--- src/design/m3inv_pkg.sv ---
package m3inv_pkg;

    localparam int EntW = 16;
    localparam int CofW = 33;
    localparam int DetW = 49;
    localparam int NumW = 57;
    localparam int MagN = 56;
    localparam int MagD = 48;
    localparam int QuoW = 32;
    localparam int NEnt = 9;
    localparam int IdxW = 4;
    localparam logic [IdxW-1:0] LastIdx = 4'd8;

    typedef struct packed {
        logic signed [EntW-1:0] a00;
        logic signed [EntW-1:0] a01;
        logic signed [EntW-1:0] a02;
        logic signed [EntW-1:0] a10;
        logic signed [EntW-1:0] a11;
        logic signed [EntW-1:0] a12;
        logic signed [EntW-1:0] a20;
        logic signed [EntW-1:0] a21;
        logic signed [EntW-1:0] a22;
    } in_t;

    typedef struct packed {
        logic signed [QuoW-1:0] inv00;
        logic signed [QuoW-1:0] inv01;
        logic signed [QuoW-1:0] inv02;
        logic signed [QuoW-1:0] inv10;
        logic signed [QuoW-1:0] inv11;
        logic signed [QuoW-1:0] inv12;
        logic signed [QuoW-1:0] inv20;
        logic signed [QuoW-1:0] inv21;
        logic signed [QuoW-1:0] inv22;
        logic                   singular;
    } out_t;

    typedef struct packed {
        logic [NEnt-1:0][CofW-1:0] cof;
        logic [DetW-1:0]           det;
        logic [NEnt-1:0][EntW-1:0] m;
        logic                      sing;
    } q_entry_t;

    typedef struct packed {
        logic [IdxW-1:0] idx;
        logic            sing;
    } tok_t;

endpackage

--- src/design/m3inv_queue.sv ---
module m3inv_queue (
    input  logic                clk,
    input  logic                rst_n,
    input  logic                push,
    output logic                push_ready,
    input  m3inv_pkg::q_entry_t push_data,
    output logic                head_valid,
    input  logic                pop,
    output m3inv_pkg::q_entry_t head
);

    m3inv_pkg::q_entry_t mem_reg [2];
    logic                wr_ptr_reg;
    logic                rd_ptr_reg;
    logic [1:0]          count_reg;
    logic                do_push;
    logic                do_pop;

    assign push_ready = (count_reg != 2'd2);
    assign head_valid = (count_reg != 2'd0);
    assign head       = mem_reg[rd_ptr_reg];
    assign do_push    = push && push_ready;
    assign do_pop     = pop && head_valid;

    always_ff @(posedge clk or negedge rst_n)
    begin
        if (!rst_n)
        begin
            wr_ptr_reg <= 1'b0;
            rd_ptr_reg <= 1'b0;
            count_reg  <= 2'd0;
        end
        else
        begin
            if (do_push)
                wr_ptr_reg <= !wr_ptr_reg;
            if (do_pop)
                rd_ptr_reg <= !rd_ptr_reg;
            if (do_push && !do_pop)
                count_reg <= count_reg + 2'd1;
            else if (do_pop && !do_push)
                count_reg <= count_reg - 2'd1;
        end
    end

    always_ff @(posedge clk)
    begin
        if (do_push)
            mem_reg[wr_ptr_reg] <= push_data;
    end

endmodule

--- config.mk ---
export PLATFORM = sky130hd
export DESIGN_NAME = m3inv_queue
export DESIGN_NICKNAME = d
export VERILOG_FILES = /design/src/design/m3inv_pkg.sv /design/src/design/m3inv_queue.sv
export SDC_FILE = /design/constraint.sdc
export NUM_CORES = 1
export LEC_CHECK = 0
export BUFFER_PORTS_ARGS = -buffer_cell sky130_fd_sc_hd__buf_4
export CORE_AREA = 2 2 380 382
export DETAILED_ROUTE_END_ITERATION = 8
export DIE_AREA = 0 0 382 384
export PLACE_DENSITY = 0.47
export SYNTH_ARGS = -nofsm -noshare
export SYNTH_HDL_FRONTEND = slang
export SYNTH_SLANG_ARGS = --single-unit
export TNS_END_PERCENT = 10
--- constraint.sdc ---
create_clock -name clk -period 55 [get_ports clk]
set_clock_uncertainty 0.05 [all_clocks]
set_input_delay 11 -clock clk [delete_from_list [all_inputs] [get_ports clk]]
set_output_delay 11 -clock clk [all_outputs]
set_load 0.02 [all_outputs]
==> results.py <==
metrics = {
    "cells_and_area": {
        "fin_util_pct": 34.2,
        "layout-drive-gt1-share_pct": 60.6,
        "fillers": 13700,
        "fin_area_sq_um": 48800,
        "nets": 3100,
        "instances_no_fill": 4605,
        "area_growth_pct": 35.2,
        "largest_reg_flops": 982,
    },
    "pwr": {
        "combPwrFrac_pct": 35.7,
        "p_int_uw": 1840,
        "power_frac_clock_pct": 24.9,
        "p_leak_uw": 0.0179,
        "ir_worst_vdd_uv": 32.6,
        "seq_power_share_pct": 39.4,
        "switching_share_pct": 32.8,
        "p_per_area_nw_per_um2": 55.9,
        "switchingPower_uw": 895,
    },
    "setup_path": {
        "crit_chain": "buf_4 -> buf_4 -> buf_4 -> buf_4 -> mux2_2 -> buf_4",
        "crit_slowest_cell": "dfrtp_4",
        "crit_fanout": 81,
        "rrSetupSlack_ns": 49.79,
        "crit_required_ns": 43.95,
        "cpPeakStageDelay_ns": 0.92,
        "crit_type": "flip-flop to output port",
        "crit_buf_inv": 5,
        "start_kind": "flip-flop",
        "cp.arrival_ns": 5.53,
        "critical_path.endpoint_type": "output port",
        "worst_path_most_repeated_cell": "buf_4",
        "cpLargestDelayFamily": "buffers and inverters",
    },
    "grt": {
        "grt_overflow": 0,
        "grt_usage_pct": 13.1,
        "grt-busiest-layer": "met2",
        "met1_usage_pct": 13.7,
        "grt_pass1_wl_um": 140000,
        "grt_antenna_before_repair": 20,
        "grt_max_degree": 146,
        "grt_util_met2_pct": 23.6,
        "grt_use_met3_pct": 5.25,
        "grt_pass1_vias": 20300,
    },
    "sta": {
        "finalSetupViolations": 0,
        "whs_ns": 0.440,
        "relSlewSlack_pct": 26.6,
        "rsz0062_at_grt": "no",
        "fin_crit_sh_pct": 30.1,
        "hold_viol_final": 0,
        "final.min_clock_period_ns": 16.58,
        "tightestPinTransition_ns": 1.10,
        "fmax_ghz": 0.0603,
        "setup_tns_ns": 0,
        "final_max_slew_viol_count": 0,
    },
    "yosys": {
        "ys_ff_latch": 986,
        "synth_nets": 2042,
        "yosys.area.top_type": "edfxtp_1",
        "synth_edf_count": 982,
        "syn_area_sq_um": 36100,
        "synth_top_cell_area_share_pct": 81.6,
        "synthArstFlopShare_pct": 0.406,
        "synth_common_cells": "edfxtp_1, mux2_2, mux2_4, buf_6, mux2_1",
        "yosysMostFrequentCell": "edfxtp_1",
        "synthCells": 1546,
        "ys.flop_type": "edfxtp_1",
        "yosys_warnings": 0,
        "avgSynthCellArea_sq_um": 23.4,
        "synth_cell_types": 17,
        "synth_area_leaders": "edfxtp_1, mux2_2, mux2_4, buf_6, mux2_1",
        "synth.yosys.seq_area_share_pct": 81.9,
    },
    "clock_tree": {
        "clkLatencyLatePin_ns": 0.68,
        "cts_setup_buffers": 0,
        "cts_sinks": 986,
        "cts-htree-levels": 3,
        "postCtsHoldBufs": 0,
        "ctsRootBufferMaster": "clkbuf_16",
        "cts_resized": 0,
        "clk_pin_slew_ns": 0.06,
        "clk_path_buf_depth": 3,
        "cts_buffers": 106,
        "cts_tree": "yes",
    },
    "detailed_routing": {
        "drcViolationCount": 0,
        "wl_um": 101000,
        "vias": 18700,
        "wire_per_inst_um": 22.0,
        "drt-initial-drc-count": 1019,
        "detail_route.vias_per_cell": 4.05,
        "drtAntennaViolNets": 0,
        "first_pass_iters": 7,
    },
    "floorplanning": {
        "die_area_sq_um": 147000,
        "die_h_um": 384,
        "rows": 139,
        "die_x_um": 382,
        "core_area_sq_um": 143000,
        "initial_core_util_pct": 25.3,
        "io_pins": 988,
    },
    "placed_design": {
        "place_congestion": 0.869,
        "hpwl_um": 72900,
        "place_inst": 4399,
        "postPlaceCellArea_sq_um": 45500,
        "io_buffers": 987,
    },
    "flow_run": {
        "maxCapViolCount": 0,
    },
    "run_status": {
        "outcome": "completed",
    },
    "min_path": {
        "holdCritPathClass": "flip-flop to flip-flop",
    },
}
[cells by family (layout without fill, tap and decap cells)]
kind of cell             count (synthesis)  after routing  synth area share, %
other                                    0             10                    0
XOR/XNOR                                 5              5                0.121
AND/OR/NAND/NOR                          7              7               0.0936
multiplexers                           491            491                 16.1
adder cells (fa/ha/maj)                  1              1               0.0346
buffers and inverters                   56           1202                 1.70
flip-flops                             986            986                 81.9
[cell usage in the layout (no fill, tap or decap)]
cell type | netlist | layout
dfrtp_1 | 4 | 3
xnor2_1 | 3 | 3
inv_16 | 0 | 4
ha_1 | 1 | 1
xor2_1 | 2 | 2
nand2_1 | 2 | 2
buf_12 | 0 | 3
clkinvlp_4 | 0 | 3
diode_2 | 0 | 10
mux2_1 | 11 | 11
mux2_4 | 80 | 80
or2_2 | 1 | 1
clkbuf_8 | 0 | 5
inv_8 | 0 | 2
mux2_2 | 400 | 400
inv_1 | 1 | 1
nand2b_1 | 1 | 1
dfrtp_4 | 0 | 1
clkbuf_16 | 0 | 106
nor2_1 | 2 | 1
buf_4 | 1 | 1002
bufinv_16 | 0 | 6
clkinv_2 | 0 | 13
and3_4 | 0 | 1
nor2_4 | 0 | 1
clkinv_8 | 0 | 1
inv_6 | 0 | 2
clkbuf_1 | 0 | 30
clkinv_1 | 0 | 24
edfxtp_1 | 982 | 982
[through the flow]
| stage | worst slack, ns | total power, uW |
|---|---|---|
| 3_5_place_dp | 39.05 | 2090 |
| 3_3_place_gp | 39.25 | 2070 |
| 5_1_grt | 38.00 | 2850 |
| 4_1_cts | 38.25 | 2780 |
| 2_1_floorplan | 22.19 | 1810 |
| 6_report | 38.42 | 2730 |
[worst paths after layout]
check / from / endpoint / cells past startpoint
max in group asynchronous: rst_n / rd_ptr_reg / 1
worst min register to register: count_reg[1] / count_reg[1] / 1
min in group asynchronous: rst_n / count_reg[0] / 1
worst max-delay path: rd_ptr_reg / head[236] / 6
worst min-delay path: count_reg[1] / count_reg[1] / 1
worst max register to register: count_reg[0] / mem_reg[1][238] / 6
[layout make-up]
type	count	area (sq um)	share of cell area, %
Antenna cell	10	25.0	0.0512
Clock buffer	141	2830	5.80
Clock inverter	55	494	1.01
Inverter	1	3.75	0.00768
Multi-Input combinational cell	504	5930	12.1
Sequential cell	986	29600	60.6
Tap cell	1903	2380	4.87
Timing Repair Buffer	1005	7580	15.5
[layer usage]
| layer | share of wire, % | up-vias |
|---|---|---|
| met5 | 0.10 | - |
| li1 | - | 8348 |
| met2 | 53 | 687 |
| met1 | 35 | 9441 |
| met4 | 2.9 | 16 |
| met3 | 8.6 | 160 |
[power groups by stage]
stage,registers [uW],clock network (uW),logic [uW]
final,1080,681,976
after global placement,1090,0,985
after global routing,1090,733,1030
after detailed placement,1090,0,994
after floorplan,1200,0,610
after CTS,1080,706,998
Note: power is estimated with default switching activity, not from simulation.
